`src/pmrw_pkg.sv`:
```
// Shared types and constants for the page marker record walker.
// No dependencies; imported by every module of the block but pmrw_fifo.
`timescale 1ns / 1ps

package pmrw_pkg;

  localparam int unsigned MaxSlotW = 9;
  localparam int unsigned CfgIdxW  = 2;

  localparam logic [CfgIdxW-1:0] RegPageKind    = 2'd0;
  localparam logic [CfgIdxW-1:0] RegTagFilter   = 2'd1;
  localparam logic [CfgIdxW-1:0] RegSubTagFilter = 2'd2;

  localparam logic [7:0]  TagLo       = 8'hC0;
  localparam logic [7:0]  TagHi       = 8'hCF;
  localparam logic [7:0]  LeafTag     = 8'hC3;
  localparam logic [7:0]  InternalTag = 8'hC2;
  localparam logic [7:0]  AltTreeTag  = 8'hD2;
  localparam logic [7:0]  WildFilter  = 8'hFF;
  localparam logic [31:0] MarkerMagic = 32'h0000_0001;

  typedef enum logic [1:0] {
    KindLeaf     = 2'd0,
    KindInternal = 2'd1,
    KindTree     = 2'd2,
    KindAny      = 2'd3
  } kind_mode_e;

  typedef struct packed {
    logic [7:0] tag;
    logic [7:0] sub_tag;
  } filter_t;

  typedef struct packed {
    logic                marker;
    logic                final_slot;
    logic [MaxSlotW-1:0] slot;
    logic [7:0]          tag;
    logic [7:0]          sub_tag;
    logic [15:0]         flags;
    logic [15:0]         page_num;
  } slot_op_t;

  typedef struct packed {
    logic [15:0] page_num;
    logic [7:0]  tag;
    logic [7:0]  sub_tag;
    logic [15:0] flags;
    logic [7:0]  mark_pos;
    logic [8:0]  body_pos;
    logic [7:0]  body_len;
    logic        last;
  } record_t;

endpackage

```
`src/pmrw_front.sv`:
```
// Front end: accepts slot words, tracks slot and page position, checks page kind
// and marker pattern, and pushes marker and page-end events. Uses pmrw_pkg.
`timescale 1ns / 1ps

module pmrw_front import pmrw_pkg::*; #(
  parameter int unsigned PAGE_BYTES       = 256,
  parameter int unsigned PAGE_INDEX_WIDTH = 16
) (
  input  logic        clk_i,
  input  logic        rst_ni,
  input  logic        in_valid_i,
  output logic        in_ready_o,
  input  logic [63:0] slot_bytes_i,
  input  kind_mode_e  mode_i,
  output logic        op_valid_o,
  output slot_op_t    op_o,
  input  logic        op_ready_i
);

  localparam int unsigned Slots = PAGE_BYTES / 8;
  localparam int unsigned SlotW = $clog2(Slots);

  logic [SlotW-1:0]            slot_q, slot_d;
  logic                        page_ok_q, page_ok_d;
  logic [PAGE_INDEX_WIDTH-1:0] page_cnt_q, page_cnt_d;

  logic [7:0] b0;
  logic       kind_ok, ok, is_marker, last_slot, accept;

  assign b0 = slot_bytes_i[63:56];

  always_comb begin
    case (mode_i)
      KindLeaf:     kind_ok = (b0 == LeafTag);
      KindInternal: kind_ok = (b0 == InternalTag);
      KindTree:     kind_ok = (b0 inside {[TagLo:TagHi]}) || (b0 == AltTreeTag);
      default:      kind_ok = 1'b1;
    endcase
  end

  assign is_marker = (b0 inside {[TagLo:TagHi]}) && (slot_bytes_i[47:16] == MarkerMagic);
  assign ok        = (slot_q == '0) ? kind_ok : page_ok_q;
  assign last_slot = (slot_q == SlotW'(Slots - 1));
  assign accept    = in_valid_i && op_ready_i;

  assign in_ready_o = op_ready_i;
  assign op_valid_o = accept && ((ok && is_marker) || last_slot);

  always_comb begin
    op_o.marker     = ok && is_marker;
    op_o.final_slot = last_slot;
    op_o.slot       = MaxSlotW'(slot_q);
    op_o.tag        = b0;
    op_o.sub_tag    = slot_bytes_i[55:48];
    op_o.flags      = slot_bytes_i[15:0];
    op_o.page_num   = 16'(page_cnt_q);
  end

  always_comb begin
    slot_d     = slot_q;
    page_ok_d  = page_ok_q;
    page_cnt_d = page_cnt_q;
    if (accept) begin
      if (last_slot) begin
        slot_d     = '0;
        page_ok_d  = 1'b0;
        page_cnt_d = page_cnt_q + 1'b1;
      end else begin
        slot_d    = slot_q + 1'b1;
        page_ok_d = ok;
      end
    end
  end

  always_ff @(posedge clk_i or negedge rst_ni) begin
    if (!rst_ni) begin
      slot_q     <= '0;
      page_ok_q  <= 1'b0;
      page_cnt_q <= '0;
    end else begin
      slot_q     <= slot_d;
      page_ok_q  <= page_ok_d;
      page_cnt_q <= page_cnt_d;
    end
  end

endmodule

```
`src/pmrw_fifo.sv`:
```
// Small register queue between front and back end.
// Generic width and depth; no package dependency.
`timescale 1ns / 1ps

module pmrw_fifo #(
  parameter int unsigned Width = 8,
  parameter int unsigned Depth = 2
) (
  input  logic             clk_i,
  input  logic             rst_ni,
  input  logic             wr_valid_i,
  output logic             wr_ready_o,
  input  logic [Width-1:0] wr_data_i,
  output logic             rd_valid_o,
  input  logic             rd_ready_i,
  output logic [Width-1:0] rd_data_o
);

  localparam int unsigned PtrW = $clog2(Depth);
  localparam int unsigned CntW = $clog2(Depth + 1);

  logic [Width-1:0] mem_q [Depth];
  logic [PtrW-1:0]  wr_ptr_q, rd_ptr_q;
  logic [CntW-1:0]  cnt_q;
  logic             push, pop;

  assign wr_ready_o = (cnt_q != CntW'(Depth));
  assign rd_valid_o = (cnt_q != '0);
  assign rd_data_o  = mem_q[rd_ptr_q];
  assign push       = wr_valid_i && wr_ready_o;
  assign pop        = rd_valid_o && rd_ready_i;

  always_ff @(posedge clk_i) begin
    if (push) begin
      mem_q[wr_ptr_q] <= wr_data_i;
    end
  end

  always_ff @(posedge clk_i or negedge rst_ni) begin
    if (!rst_ni) begin
      wr_ptr_q <= '0;
      rd_ptr_q <= '0;
      cnt_q    <= '0;
    end else begin
      if (push) begin
        wr_ptr_q <= (wr_ptr_q == PtrW'(Depth - 1)) ? '0 : wr_ptr_q + 1'b1;
      end
      if (pop) begin
        rd_ptr_q <= (rd_ptr_q == PtrW'(Depth - 1)) ? '0 : rd_ptr_q + 1'b1;
      end
      if (push && !pop) begin
        cnt_q <= cnt_q + 1'b1;
      end else if (pop && !push) begin
        cnt_q <= cnt_q - 1'b1;
      end
    end
  end

endmodule

```
`src/pmrw_back.sv`:
```
// Back end: holds the open record, closes it on the next marker or page end,
// applies tag filters and drives the registered output word. Uses pmrw_pkg.
`timescale 1ns / 1ps

module pmrw_back import pmrw_pkg::*; #(
  parameter int unsigned PAGE_BYTES = 256
) (
  input  logic     clk_i,
  input  logic     rst_ni,
  input  logic     op_valid_i,
  output logic     op_ready_o,
  input  slot_op_t op_i,
  input  filter_t  filt_i,
  output logic     out_valid_o,
  input  logic     out_ready_i,
  output record_t  rec_o
);

  localparam int unsigned Slots = PAGE_BYTES / 8;
  localparam int unsigned SlotW = $clog2(Slots);
  localparam int unsigned OffW  = (SlotW + 4 > 10) ? SlotW + 4 : 10;

  logic             pv_q;
  logic [7:0]       ptag_q, psub_q;
  logic [15:0]      pflags_q;
  logic [SlotW-1:0] pslot_q;
  logic             phase_q;
  logic             out_valid_q;
  record_t          rec_q;

  logic [SlotW-1:0] new_slot, slot1;
  logic [OffW-1:0]  moff0, poff0, end0, size0, moff1, poff1, end1, size1;
  logic             pass_pend, pass_new, e0, e1, sel1, emit, out_free, step, pop;
  record_t          rec0, rec1;

  assign new_slot = op_i.slot[SlotW-1:0];
  assign slot1    = op_i.marker ? new_slot : pslot_q;

  assign pass_pend = ((filt_i.tag == WildFilter) || (ptag_q == filt_i.tag)) &&
                     ((filt_i.sub_tag == WildFilter) || (psub_q == filt_i.sub_tag));
  assign pass_new  = ((filt_i.tag == WildFilter) || (op_i.tag == filt_i.tag)) &&
                     ((filt_i.sub_tag == WildFilter) || (op_i.sub_tag == filt_i.sub_tag));

  assign e0 = op_i.marker && pv_q && pass_pend;
  assign e1 = op_i.final_slot && (op_i.marker ? pass_new : (pv_q && pass_pend));

  assign moff0 = OffW'(pslot_q) << 3;
  assign poff0 = moff0 + OffW'(8);
  assign end0  = OffW'(new_slot) << 3;
  assign size0 = (end0 >= poff0) ? end0 - poff0 : '0;

  assign moff1 = OffW'(slot1) << 3;
  assign poff1 = moff1 + OffW'(8);
  assign end1  = OffW'(PAGE_BYTES);
  assign size1 = (end1 >= poff1) ? end1 - poff1 : '0;

  always_comb begin
    rec0.page_num = op_i.page_num;
    rec0.tag      = ptag_q;
    rec0.sub_tag  = psub_q;
    rec0.flags    = pflags_q;
    rec0.mark_pos = moff0[7:0];
    rec0.body_pos = poff0[8:0];
    rec0.body_len = size0[7:0];
    rec0.last     = op_i.final_slot && !e1;

    rec1.page_num = op_i.page_num;
    rec1.tag      = op_i.marker ? op_i.tag : ptag_q;
    rec1.sub_tag  = op_i.marker ? op_i.sub_tag : psub_q;
    rec1.flags    = op_i.marker ? op_i.flags : pflags_q;
    rec1.mark_pos = moff1[7:0];
    rec1.body_pos = poff1[8:0];
    rec1.body_len = size1[7:0];
    rec1.last     = 1'b1;
  end

  assign sel1     = phase_q || !e0;
  assign emit     = sel1 ? e1 : 1'b1;
  assign out_free = !out_valid_q || out_ready_i;
  assign step     = op_valid_i && (!emit || out_free);
  assign pop      = step && (sel1 || !e1);

  assign op_ready_o  = pop;
  assign out_valid_o = out_valid_q;
  assign rec_o       = rec_q;

  always_ff @(posedge clk_i) begin
    if (step && emit && out_free) begin
      rec_q <= sel1 ? rec1 : rec0;
    end
    if (pop && op_i.marker) begin
      ptag_q   <= op_i.tag;
      psub_q   <= op_i.sub_tag;
      pflags_q <= op_i.flags;
      pslot_q  <= new_slot;
    end
  end

  always_ff @(posedge clk_i or negedge rst_ni) begin
    if (!rst_ni) begin
      pv_q        <= 1'b0;
      phase_q     <= 1'b0;
      out_valid_q <= 1'b0;
    end else begin
      if (step && emit) begin
        out_valid_q <= 1'b1;
      end else if (out_ready_i) begin
        out_valid_q <= 1'b0;
      end
      if (pop) begin
        phase_q <= 1'b0;
      end else if (step) begin
        phase_q <= 1'b1;
      end
      if (pop) begin
        if (op_i.final_slot) begin
          pv_q <= 1'b0;
        end else if (op_i.marker) begin
          pv_q <= 1'b1;
        end
      end
    end
  end

endmodule

```
`src/page_marker_record_walker.sv`:
```
// Top level of the page marker record walker: configuration registers,
// front end, event queue and back end. Uses pmrw_pkg and the pmrw_* modules.
//
//   channel | signals                          | direction
//   in      | in_valid_i/in_ready_o, slot word | slot words of a page, slot 0 first
//   out     | out_valid_o/out_ready_i, record  | one record per word
//   cfg     | cfg_valid_i/cfg_ready_o, idx+data| register writes, always ready
//
// One slot word per cycle while the queue has room. A page-end slot that
// closes two records yields two words; the two-entry event queue absorbs it.
// Events pass the event queue; records leave by the registered output word.
// Reset clears position, page count and the open record; no clearing pass.
// A stalled output holds its word; the queue takes slots until it fills.
`timescale 1ns / 1ps

module page_marker_record_walker import pmrw_pkg::*; #(
  parameter int unsigned PAGE_BYTES       = 256,
  parameter int unsigned PAGE_INDEX_WIDTH = 16
) (
  input  logic               clk_i,
  input  logic               rst_ni,
  input  logic               in_valid_i,
  output logic               in_ready_o,
  input  logic [63:0]        slot_bytes_i,
  output logic               out_valid_o,
  input  logic               out_ready_i,
  output logic [15:0]        page_number_o,
  output logic [7:0]         record_tag_o,
  output logic [7:0]         record_sub_tag_o,
  output logic [15:0]        record_flags_o,
  output logic [7:0]         marker_offset_o,
  output logic [8:0]         payload_offset_o,
  output logic [7:0]         payload_size_o,
  output logic               last_of_page_o,
  input  logic               cfg_valid_i,
  output logic               cfg_ready_o,
  input  logic [CfgIdxW-1:0] cfg_index_i,
  input  logic [7:0]         cfg_data_i
);

  localparam int unsigned QueueDepth = 2;

  kind_mode_e mode_q;
  filter_t    filt_q;

  logic     push_valid, push_ready, head_valid, head_ready;
  slot_op_t push_op, head_op;
  record_t  rec;

  assign cfg_ready_o = 1'b1;

  always_ff @(posedge clk_i or negedge rst_ni) begin
    if (!rst_ni) begin
      mode_q         <= KindAny;
      filt_q.tag     <= WildFilter;
      filt_q.sub_tag <= WildFilter;
    end else if (cfg_valid_i) begin
      case (cfg_index_i)
        RegPageKind:     mode_q         <= kind_mode_e'(cfg_data_i[1:0]);
        RegTagFilter:    filt_q.tag     <= cfg_data_i;
        RegSubTagFilter: filt_q.sub_tag <= cfg_data_i;
        default:         mode_q         <= mode_q;
      endcase
    end
  end

  pmrw_front #(
    .PAGE_BYTES      (PAGE_BYTES),
    .PAGE_INDEX_WIDTH(PAGE_INDEX_WIDTH)
  ) u_front (
    .clk_i       (clk_i),
    .rst_ni      (rst_ni),
    .in_valid_i  (in_valid_i),
    .in_ready_o  (in_ready_o),
    .slot_bytes_i(slot_bytes_i),
    .mode_i      (mode_q),
    .op_valid_o  (push_valid),
    .op_o        (push_op),
    .op_ready_i  (push_ready)
  );

  pmrw_fifo #(
    .Width($bits(slot_op_t)),
    .Depth(QueueDepth)
  ) u_queue (
    .clk_i     (clk_i),
    .rst_ni    (rst_ni),
    .wr_valid_i(push_valid),
    .wr_ready_o(push_ready),
    .wr_data_i (push_op),
    .rd_valid_o(head_valid),
    .rd_ready_i(head_ready),
    .rd_data_o (head_op)
  );

  pmrw_back #(
    .PAGE_BYTES(PAGE_BYTES)
  ) u_back (
    .clk_i      (clk_i),
    .rst_ni     (rst_ni),
    .op_valid_i (head_valid),
    .op_ready_o (head_ready),
    .op_i       (head_op),
    .filt_i     (filt_q),
    .out_valid_o(out_valid_o),
    .out_ready_i(out_ready_i),
    .rec_o      (rec)
  );

  assign page_number_o    = rec.page_num;
  assign record_tag_o     = rec.tag;
  assign record_sub_tag_o = rec.sub_tag;
  assign record_flags_o   = rec.flags;
  assign marker_offset_o  = rec.mark_pos;
  assign payload_offset_o = rec.body_pos;
  assign payload_size_o   = rec.body_len;
  assign last_of_page_o   = rec.last;

endmodule

```
`config.mk`:
```
export PLATFORM = sky130hd
export DESIGN_NAME = page_marker_record_walker
export DESIGN_NICKNAME = d
export VERILOG_FILES = /design/src/pmrw_pkg.sv /design/src/pmrw_front.sv /design/src/pmrw_fifo.sv /design/src/pmrw_back.sv /design/src/page_marker_record_walker.sv
export SDC_FILE = /design/constraint.sdc
export NUM_CORES = 1
export LEC_CHECK = 0
export ABC_CLOCK_PERIOD_IN_PS = 7700
export BUFFER_PORTS_ARGS = -buffer_cell sky130_fd_sc_hd__buf_2
export CAP_MARGIN = 20
export CORE_MARGIN = 2
export CORE_UTILIZATION = 35
export CTS_CLUSTER_DIAMETER = 40
export DETAILED_ROUTE_END_ITERATION = 6
export GPL_TIMING_DRIVEN = 0
export PLACE_DENSITY = 0.56
export SETUP_SLACK_MARGIN = 0.5
export SLEW_MARGIN = 30
export SYNTH_ARGS = -nofsm -noshare
export SYNTH_HDL_FRONTEND = slang
export SYNTH_SLANG_ARGS = --single-unit
```
`constraint.sdc`:
```
create_clock -name clk_i -period 7.7 [get_ports clk_i]
set_input_delay 2.31 -clock clk_i [delete_from_list [all_inputs] [get_ports clk_i]]
set_output_delay 2.31 -clock clk_i [all_outputs]
set_load 0.02 [all_outputs]
```
==> metrics, run 1 <==
port buffer count=145; EDFF count, synth=212; flops & latches, synth=259; slew margin rel.=0.339; mean post-synth cell area=15.6 um2; post-route insts no fill=1321; deepest clock path buffer count=3; Placed Cells=1251; via count=6165; Worst Tran Pin Value=0.978 ns; PostCTS Resize Cnt=0; area of the core=30400 um2; Final Cell Area=13500 um2; Static Leak=5.23 nW; fill count=2788; CP Launch Type=input port; vias in the first global route=6175; starting density of the core=0.353; clock share of power=0.403; root buffer cell=clkbuf_16; CTS tree=yes; Die Span X=179 um; I/O pin count=156; MaxCap Viol Count=0; TritonRoute pass-1 iters=5; DR DRC count=0; # nets final=988; RSZ-0062 raised after global routing=false; gr ovfl total=0; min-delay src=u_front.page_ok_q; multi-input logic area=2960 um2; clock-pin slew on the worst setup and hold paths=0.05 ns; CTS buffer count=38; first-pass GRT wire length=34000 um; combinational share of power=0.175; antenna violations before repair=0; Critical path origin=slot_bytes_i[59]; commonest non-fill, non-tap cells in the layout=212 x edfxtp_1, 148 x buf_2, 69 x mux2_2, 54 x xnor2_1, 43 x nand2_1; final wirelength=22000 um; Skew-Pair Late Insertion Delay=0.52 ns; Finish-stage setup viols=0; Cells after Synth=691; Initial DRC Count=362; Avg Vias per Cell=4.67; fin. max-slew vios=0; min Tclk post-route=4.72 ns; fraction of registers with async set/reset=0.181; maximum clock rate=0.212 GHz; sequential power share=0.421; cell area after synthesis=10800 um2; P_int=0.00299 W; WP data arrival=4.94 ns; total power=0.00412 W; VDD IR max=0.141 mV; largest net degree at the start of global routing=48; period utilisation layout=0.613; crit end category=flip-flop; Fin. Hold Viols=0; Synth cell types=55; Avg WL per Cell=16.7 um; clk sinks=259; HP Class=flip-flop to flip-flop; Req. time, crit path=7.91 ns; die height=179 um; R2R depth=9; Top FF cell, synth=edfxtp_1; Clock Skews=0.0207 ns; commonest non-fill, non-tap cell in the layout=edfxtp_1; DP Area=12200 um2; count of yosys warnings during synthesis=0; Max FO, Critical Path=19; critical path class=input port to flip-flop; sequential fraction of the synthesis area=0.704; hold_buf cts=0; switching share of power=0.273; Worst Hold Depth=2; worst flop-to-flop path startpoint=u_front.slot_q[0]; GRT Util Overall=0.139; die area=32100 um2; H-tree depth=2; power density over cell area=306 nW/um2; register area=7560 um2; row cnt=64; NetSw=0.00112 W; setup bufs post-CTS=0; placer congestion estimate=0.789; ratio of cells with drive above 1 in the final layout=0.364; Ant. Diodes=0; Sum Neg Setup Slack=0 ns; Post-DP HPWL=15300 um; status=finished, final reports clean; Area Overhead vs Synth=25.2%; Final ANT Viol Nets=0
-- path summary, 6_finish.rpt --
path | to | slack, ns
max in group asynchronous | u_queue.rd_ptr_q | 5.44
max | u_queue.mem_q[0][29] | 2.98
min | u_front.page_ok_q | 0.48
min reg2reg | u_front.page_ok_q | 0.48
max reg2reg | u_queue.mem_q[0][29] | 4.24
min in group asynchronous | u_front.page_cnt_q[15] | 1.81
-- synthesized netlist by cell type, types with 13 or more instances --
| cell | instances | area [um2] |
|---|---|---|
| mux2i_1 | 26 | 260 |
| nand4_1 | 15 | 93.8 |
| edfxtp_1 | 212 | 6370 |
| nand2_1 | 43 | 161 |
| nor2_1 | 18 | 67.6 |
| ha_1 | 13 | 163 |
| dfstp_2 | 18 | 473 |
| inv_1 | 32 | 120 |
| o21ai_0 | 32 | 160 |
| dfrtp_1 | 29 | 726 |
| mux2_2 | 69 | 777 |
| xnor2_1 | 54 | 473 |
-- power by group through the flow --
stage / combinational (W) / sequential [W] / clock (W)
2_1_floorplan: 0.000532 / 0.00174 / 0
6_report: 0.000722 / 0.00173 / 0.00166
4_1_cts: 0.000737 / 0.00173 / 0.00171
3_5_place_dp: 0.000731 / 0.00176 / 0
3_3_place_gp: 0.000713 / 0.00176 / 0
5_1_grt: 0.000806 / 0.00174 / 0.00176
-- state kept, by name, summed over array words and instances (netlist names) --
signal and cells:
filt_q 16, mode_q 2, u_back.out_valid_o 1, u_back.pflags_q 16, u_back.phase_q 1, u_back.pslot_q 5
u_back.psub_q 8, u_back.ptag_q 8, u_back.pv_q 1, u_back.rec_o 65, u_front.page_cnt_q 16, u_front.page_ok_q 1
u_front.slot_q 5, u_queue.cnt_q 2, u_queue.mem_q 110, u_queue.rd_ptr_q 1, u_queue.wr_ptr_q 1
-- layer usage --
layer / routed length, um / global-route usage / up-vias
met5: 0 / 0 / -
met4: 533 / 0.0477 / 0
met3: 1250 / 0.0278 / 38
met1: 9810 / 0.187 / 2979
li1: - / - / 2970
met2: 10400 / 0.224 / 178
-- stage by stage --
step | setup WS, ns | utilization | hold WS (ns)
after floorplan | 1.28 | - | 0.443
after global placement | -1.14 | 0.395 | 0.459
after detailed placement | 2.42 | 0.401 | 0.466
after CTS | 2.97 | 0.442 | 0.481
after global routing | 2.66 | 0.442 | 0.520
final | 2.98 | 0.442 | 0.484
-- layout make-up --
cell class,count,area share
Buffer,25,0.0121
Tap cell,396,0.0368
Inverter,32,0.00892
Clock inverter,26,0.0178
Multi-Input combinational cell,383,0.220
Clock buffer,44,0.0754
Timing Repair Buffer,156,0.0673
Sequential cell,259,0.562
-- worst max-delay path, stage by stage --
cell      delay [ns]
buf_2           0.13
nor4b_1         0.34
nand2b_1        0.15
a32oi_1         0.05
o211ai_1        0.30
o21ai_0         0.18
nor2_1          0.28
o21a_1          0.22
nor2b_4         0.54
buf_16          0.23
buf_16          0.18
-- logic make-up (layout without fill, tap and decap cells) --
kind of cell,after synthesis,count (layout),share of synthesized area
other cells,2,10,0.000698
compound gates,68,68,0.0397
buf+inv,57,283,0.0263
simple gates,131,131,0.0628
flops,259,259,0.704
fa+ha+maj,14,14,0.0170
mux,96,96,0.0979
xor+xnor,64,64,0.0521
Note: power is estimated with default switching activity, not from simulation.
==> run 2: changes to the inputs <==
--- a/config.mk
+++ b/config.mk
@@ -5,7 +5,7 @@
 export SDC_FILE = /design/constraint.sdc
 export NUM_CORES = 1
 export LEC_CHECK = 0
-export ABC_CLOCK_PERIOD_IN_PS = 7700
+export ABC_CLOCK_PERIOD_IN_PS = 4900
 export BUFFER_PORTS_ARGS = -buffer_cell sky130_fd_sc_hd__buf_2
 export CAP_MARGIN = 20
 export CORE_MARGIN = 2
==> constraint.sdc (replaced) <==
create_clock -name clk_i -period 4.9 [get_ports clk_i]
set_input_delay 1.47 -clock clk_i [delete_from_list [all_inputs] [get_ports clk_i]]
set_output_delay 1.47 -clock clk_i [all_outputs]
set_load 0.02 [all_outputs]
==> run 2 against run 1 <==
Compared with the run above: cell count is 0.38% lower; critical path depth stayed put; sequential share of layout area is 0.11 points lower.
==> metrics, run 2 (synthesis gave the netlist of run 1 again) <==
gr ovfl total=0 (unchanged); Util after Layout=0.443 (was 0.442); Final ANT Viol Nets=0 (unchanged); power density over cell area=487 nW/um2 (was 306 nW/um2); HP Class=flip-flop to flip-flop (unchanged); vias in the first global route=5968 (was 6175); DR DRC count=0 (unchanged); Die Span X=179 um (unchanged); worst flop-to-flop path startpoint=u_queue.rd_ptr_q (was u_front.slot_q[0]); starting density of the core=0.353 (unchanged); Avg WL per Cell=16.6 um (was 16.7 um); largest net degree at the start of global routing=48 (unchanged); GRT Util Overall=0.138 (was 0.139); min-delay src=u_front.page_ok_q (unchanged); Req. time, crit path=5.12 ns (was 7.91 ns); Initial DRC Count=373 (was 362); first-pass GRT wire length=33500 um (was 34000 um); VDD IR max=0.215 mV (was 0.141 mV); Area Overhead vs Synth=25.4% (was 25.2%); Setup WS post-layout=1.08 ns (was 2.98 ns); WP data arrival=4.04 ns (was 4.94 ns); Worst Tran Pin Value=0.851 ns (was 0.978 ns); area of the core=30400 um2 (unchanged); MaxCap Viol Count=0 (unchanged); Worst Hold Depth=2 (unchanged); Fin. Hold Viols=0 (unchanged); final wirelength=21900 um (was 22000 um); Finish-stage setup viols=0 (unchanged); port buffer count=145 (unchanged); post-route insts no fill=1316 (was 1321); antenna violations before repair=0 (unchanged); Avg Vias per Cell=4.66 (was 4.67); setup bufs post-CTS=0 (unchanged); I/O pin count=156 (unchanged); H-tree depth=2 (unchanged); Critical path origin=slot_bytes_i[59] (unchanged); commonest non-fill, non-tap cells in the layout=212 x edfxtp_1, 148 x buf_2, 69 x mux2_2, 54 x xnor2_1, 43 x nand2_1 (unchanged); min Tclk post-route=3.82 ns; RSZ-0062 raised after global routing=false (unchanged); commonest non-fill, non-tap cell in the layout=edfxtp_1 (unchanged); PostCTS Resize Cnt=0 (unchanged); clock-pin slew on the worst setup and hold paths=0.05 ns (about the same); CTS tree=yes (unchanged); Static Leak=5.24 nW (was 5.23 nW); clk sinks=259 (unchanged); root buffer cell=clkbuf_16 (unchanged); CP Launch Type=input port (unchanged); ratio of cells with drive above 1 in the final layout=0.361 (was 0.364); Reg with most FFs=u_queue.mem_q (unchanged); number of flip-flops in the largest register=110 (unchanged); slew margin rel.=0.429 (was 0.339); status=finished, final reports clean (unchanged); row cnt=64 (unchanged); R2R depth=12 (was 9); crit end category=flip-flop (unchanged); Clock Skews=0.0185 ns (was 0.0207 ns); Skew-Pair Late Insertion Delay=0.51 ns (was 0.52 ns); placer congestion estimate=0.791 (was 0.789); pre-CTS WS=0.547 ns (was 2.42 ns); hold_buf cts=0 (unchanged); CTS buffer count=37 (was 38); Placed Cells=1250 (was 1251); die height=179 um (unchanged); fin. max-slew vios=0 (unchanged); die area=32100 um2 (unchanged); # nets final=986 (was 988); period utilisation layout=0.779; deepest clock path buffer count=3 (unchanged); Ant. Diodes=0 (unchanged); maximum clock rate=0.262 GHz; via count=6130 (was 6165); Post-DP HPWL=15200 um (was 15300 um); critical path class=input port to flip-flop (unchanged); TritonRoute pass-1 iters=5 (unchanged); Max FO, Critical Path=13 (was 19)
## run 2: changes by cell type in the layout (fill, tap and decap cells not counted), sizes merged
cell / before / now
clkinv: 15 / 8
bufinv: 1 / 6
clkbuf: 50 / 48
buf: 175 / 174
clkinvlp: 4 / 3
inv: 38 / 39
## run 2: per-layer routing
| metal | routed length [um] | GRT usage |
|---|---|---|
| met1 | 9780 | 0.185 |
| met2 | 10500 | 0.226 |
| met3 | 1170 | 0.0305 |
| met4 | 389 | 0.0410 |
| met5 | 0 | 0 |
## run 2: final cells by class
cell class	count	area, um2
flip-flops and latches	259	7560
repair buffers	155	915
plain buffers	25	163
well taps	396	495
fillers	2777	16900
inverters	32	120
multi-input cells	383	2960
clock buffers	42	955
clock inverters	24	317
## run 2: power breakdown
part / internal, W / switching [W] / leakage [nW] / total, W
logic: 0.000513 / 0.000626 / 2.01 / 0.00114
registers: 0.00262 / 0.000108 / 2.61 / 0.00273
clock network: 0.00174 / 0.000972 / 0.616 / 0.00271
## run 2: through the flow
step	hold slack, ns	TNS, ns	total power (W)	instance area [um2]
CTS	0.488	0	0.00667	13500
floorplan	0.443	0	0.00358	10800
global placement	0.460	-78.21	0.00389	12000
finish	0.483	0	0.00657	13500
global route	0.510	0	0.00688	13500
detailed placement	0.475	0	0.00393	12200
## run 2: final timing paths
path | endpoint | slack, ns
min in group asynchronous | u_front.page_cnt_q[14] | 0.98
max in group asynchronous | u_back.out_valid_o | 3.47
worst max register to register | u_back.rec_o[40] | 1.50
worst min-delay path | u_front.page_ok_q | 0.48
worst max-delay path | u_queue.mem_q[0][42] | 1.08
worst min register to register | u_front.page_ok_q | 0.48
## run 2: critical path, cell delays in order
cell	delay, ns
buf_2	0.13
nor4b_1	0.33
nand2b_1	0.15
a32oi_1	0.06
o211ai_1	0.31
o21ai_0	0.18
nor2_1	0.27
o21a_1	0.24
nor2b_4	0.51
buf_16	0.22
buf_16	0.15
==> run 3: changes to the inputs <==
--- a/config.mk
+++ b/config.mk
@@ -5,7 +5,8 @@
 export SDC_FILE = /design/constraint.sdc
 export NUM_CORES = 1
 export LEC_CHECK = 0
-export ABC_CLOCK_PERIOD_IN_PS = 4900
+export ABC_AREA = 1
+export ABC_CLOCK_PERIOD_IN_PS = 3400
 export BUFFER_PORTS_ARGS = -buffer_cell sky130_fd_sc_hd__buf_2
 export CAP_MARGIN = 20
 export CORE_MARGIN = 2
@@ -13,7 +14,7 @@
 export CTS_CLUSTER_DIAMETER = 40
 export DETAILED_ROUTE_END_ITERATION = 6
 export GPL_TIMING_DRIVEN = 0
-export PLACE_DENSITY = 0.56
+export PLACE_DENSITY = 0.58
 export SETUP_SLACK_MARGIN = 0.5
 export SLEW_MARGIN = 30
 export SYNTH_ARGS = -nofsm -noshare
==> constraint.sdc (replaced) <==
create_clock -name clk_i -period 3.4 [get_ports clk_i]
set_input_delay 1.02 -clock clk_i [delete_from_list [all_inputs] [get_ports clk_i]]
set_output_delay 1.02 -clock clk_i [all_outputs]
set_load 0.02 [all_outputs]
==> run 3 against run 2 <==
Compared with the run above: worst setup slack worse by 0.45 ns; largest power group unchanged; critical endpoint is now u_queue.cnt_q[1]; non-clock buffer count increased by 27; cell count grew 27%.
==> metrics, run 3 <==
TritonRoute pass-1 iters=5 (unchanged); EDFF count, synth=212 (unchanged); # nets final=1333 (was 986); worst flop-to-flop path startpoint=u_queue.rd_ptr_q (unchanged); Final ANT Viol Nets=0 (unchanged); die height=184 um (was 179 um); count leader, synth=nand2_1 (was edfxtp_1); clock-pin slew on the worst setup and hold paths=0.06 ns (was 0.05 ns); commonest non-fill, non-tap cell in the layout=nand2_1 (was edfxtp_1); maximum clock rate=0.361 GHz; slew margin rel.=0.564 (was 0.429); largest net degree at the start of global routing=48 (unchanged); die area=33800 um2 (was 32100 um2); r2r setup slk=0.63 ns (was 1.50 ns); I/O pin count=156 (unchanged); CTS tree=yes (unchanged); vias in the first global route=7485 (was 5968); Req. time, crit path=3.79 ns (was 5.12 ns); Initial DRC Count=474 (was 373); Top FF cell, synth=edfxtp_1 (unchanged); Sum Neg Setup Slack=0 ns (unchanged); placer congestion estimate=0.836 (was 0.791); Worst Tran Pin Value=0.654 ns (was 0.851 ns); RSZ-0062 raised after global routing=true (was false); Hold Crit Endpoint=u_queue.mem_q[1][51] (was u_front.page_ok_q); ratio of cells with drive above 1 in the final layout=0.265 (was 0.361); H-tree depth=2 (unchanged); count of yosys warnings during synthesis=0 (unchanged); Area Overhead vs Synth=26.5% (was 25.4%); starting density of the core=0.356 (was 0.353); VDD IR max=0.267 mV (was 0.215 mV); GRT Util Overall=0.153 (was 0.138); Worst Hold Depth=0 (was 2); DR DRC count=0 (unchanged); Synth cell types=53 (was 55); commonest non-fill, non-tap cells in the layout=312 x nand2_1, 212 x edfxtp_1, 149 x buf_2, 106 x inv_1, 46 x o21ai_0 (was 212 x edfxtp_1, 148 x buf_2, 69 x mux2_2, 54 x xnor2_1, 43 x nand2_1); Die Span X=184 um (was 179 um); via count=7720 (was 6130); Skew-Pair Late Insertion Delay=0.52 ns (was 0.51 ns); DP Area=12900 um2 (was 12200 um2); Fin. Hold Viols=0 (unchanged); critical path class=flip-flop to flip-flop (was input port to flip-flop); Avg WL per Cell=15.4 um (was 16.6 um); root buffer cell=clkbuf_16 (unchanged); Reg with most FFs=u_queue.mem_q (unchanged); Synth area leader=edfxtp_1 (unchanged); fraction of registers with async set/reset=0.181 (unchanged); HP Class=flip-flop to flip-flop (unchanged); Avg Vias per Cell=4.63 (was 4.66); flops & latches, synth=259 (unchanged); period utilisation layout=0.814; Max FO, Critical Path=10 (was 13); power density over cell area=803 nW/um2 (was 487 nW/um2); port buffer count=145 (unchanged); row cnt=65 (was 64); ranking of synthesized cells by area=edfxtp_1 56%, nand2_1 11%, dfrtp_1 6.4% (was edfxtp_1 59%, mux2_2 7.2%, dfrtp_1 6.7%); clk sinks=259 (unchanged); WP data arrival=3.16 ns (was 4.04 ns); CTS buffer count=35 (was 37); Static Leak=6.12 nW (was 5.24 nW); Final Cell Area=14300 um2 (was 13500 um2); min-delay src=u_front.slot_q[3] (was u_front.page_ok_q); sequential fraction of the synthesis area=0.669 (was 0.704); MaxCap Viol Count=0 (unchanged); mean post-synth cell area=11.1 um2 (was 15.6 um2); Finish-stage setup viols=0 (unchanged); Cells after Synth=1021 (was 691); capture point of the worst reg-to-reg path=u_queue.cnt_q[1] (was u_back.rec_o[40]); min Tclk post-route=2.77 ns; area of the core=31700 um2 (was 30400 um2); R2R depth=20 (was 12); top cell type's share of synthesized area=0.563 (was 0.592); Clock Skews=0.0296 ns (was 0.0185 ns); Post-DP HPWL=18100 um (was 15200 um); CP Launch Type=flip-flop (was input port); most frequent cells after synthesis=317 x nand2_1, 212 x edfxtp_1, 109 x inv_1, 47 x o21ai_0, 44 x nor2_1 (was 212 x edfxtp_1, 69 x mux2_2, 54 x xnor2_1, 43 x nand2_1); deepest clock path buffer count=3 (unchanged); crit end category=flip-flop (unchanged); antenna violations before repair=0 (unchanged); first-pass GRT wire length=40000 um (was 33500 um); status=finished, final reports clean (unchanged); cell area after synthesis=11300 um2 (was 10800 um2); final wirelength=25700 um (was 21900 um); fin. max-slew vios=0 (unchanged); number of flip-flops in the largest register=110 (unchanged); Ant. Diodes=0 (unchanged); gr ovfl total=0 (unchanged)
-- run 3: changes by cell type in the layout (fill, tap and decap cells not counted), sizes merged, moves of 17 or more --
| cell | delta |
|---|---|
| buf | +17 |
| inv | +88 |
| mux2 | -70 |
| mux2i | -25 |
| nand2 | +283 |
| nand3 | +34 |
| nor2 | +31 |
| o21ai | +21 |
| xnor2 | -40 |
-- run 3: worst max-delay path by stage --
stage                           from              endpoint  slack [ns]  cells past startpoint
detailed placement  slot_bytes_i[18]  u_queue.mem_q[1][36]       -0.24                      9
finish              u_queue.rd_ptr_q      u_queue.cnt_q[1]        0.63                     20
floorplan           slot_bytes_i[61]   u_queue.mem_q[1][0]        0.14                      9
global route        u_queue.rd_ptr_q      u_queue.cnt_q[1]        0.45                     20
CTS                       filt_q[12]      u_queue.cnt_q[1]        0.51                     14
global placement    slot_bytes_i[61]  u_queue.mem_q[0][36]       -0.96                     12
-- run 3: power breakdown --
part	switching [W]	internal [W]	leakage, nW
logic	0.00222	0.00131	3.12
clock network	0.00142	0.00212	0.571
registers	0.000262	0.00415	2.43
-- run 3: area by class of cell --
class,count,area [um2]
Tap cell,402,503
Multi-Input combinational cell,616,3200
Inverter,121,475
Sequential cell,259,7560
Fill cell,2950,17400
Clock buffer,42,986
Clock inverter,22,168
Timing Repair Buffer,174,1170
Buffer,33,229
-- run 3: layer usage --
| layer | global-route usage | part of all wire | up-vias |
|---|---|---|---|
| li1 | - | - | 3853 |
| met1 | 0.203 | 0.45 | 3633 |
| met2 | 0.252 | 0.47 | 193 |
| met3 | 0.0283 | 0.056 | 41 |
| met4 | 0.0512 | 0.024 | 0 |
| met5 | 0 | 0 | - |
-- run 3: kinds of logic (layout without fill, tap and decap cells) --
kind of cell / count (synthesis) / count (layout) / synth area share
mux: 1 / 1 / 0.000885
xor+xnor: 31 / 31 / 0.0253
compound gates: 97 / 97 / 0.0500
other cells: 2 / 10 / 0.000664
simple gates: 463 / 463 / 0.179
flops: 259 / 259 / 0.669
fa+ha+maj: 14 / 14 / 0.0162
buf+inv: 154 / 392 / 0.0591
-- run 3: through the flow --
stage          setup WS [ns]  hold slack (ns)  power (W)   util  cells
6_report               0.632            0.496     0.0115  0.451   1669
5_1_grt                0.454            0.514     0.0122  0.451   1669
4_1_cts                0.513            0.493     0.0114  0.443   1656
3_5_place_dp          -0.236            0.471    0.00784  0.405   1586
3_3_place_gp          -0.957            0.465    0.00769  0.399   1576
2_1_floorplan          0.138            0.442    0.00678      -   1029
-- run 3: repair_timing --
action                     4_1_cts  5_1_grt
buffers inserted                 6        9
setup endpoints to repair      128       96
cloned                           0        4
hold buffers                     0        0
pin swaps                        3        4
gates resized for setup          0       17
-- run 3: worst max-delay path, cell delays in order (launching register included) --
cell	delay, ns
dfrtp_1	0.40
buf_12	0.15
inv_6	0.12
buf_8	0.16
nand2_1	0.07
nand3_1	0.07
nand2_1	0.05
nand2_1	0.10
nor2_1	0.05
nand2_1	0.05
nand2_1	0.10
nand2_1	0.09
nand2_1	0.06
nand3_2	0.08
nand2_4	0.06
a21oi_4	0.23
nand2_4	0.11
ha_1	0.35
a21oi_2	0.10
o21ai_0	0.11
xnor2_1	0.13
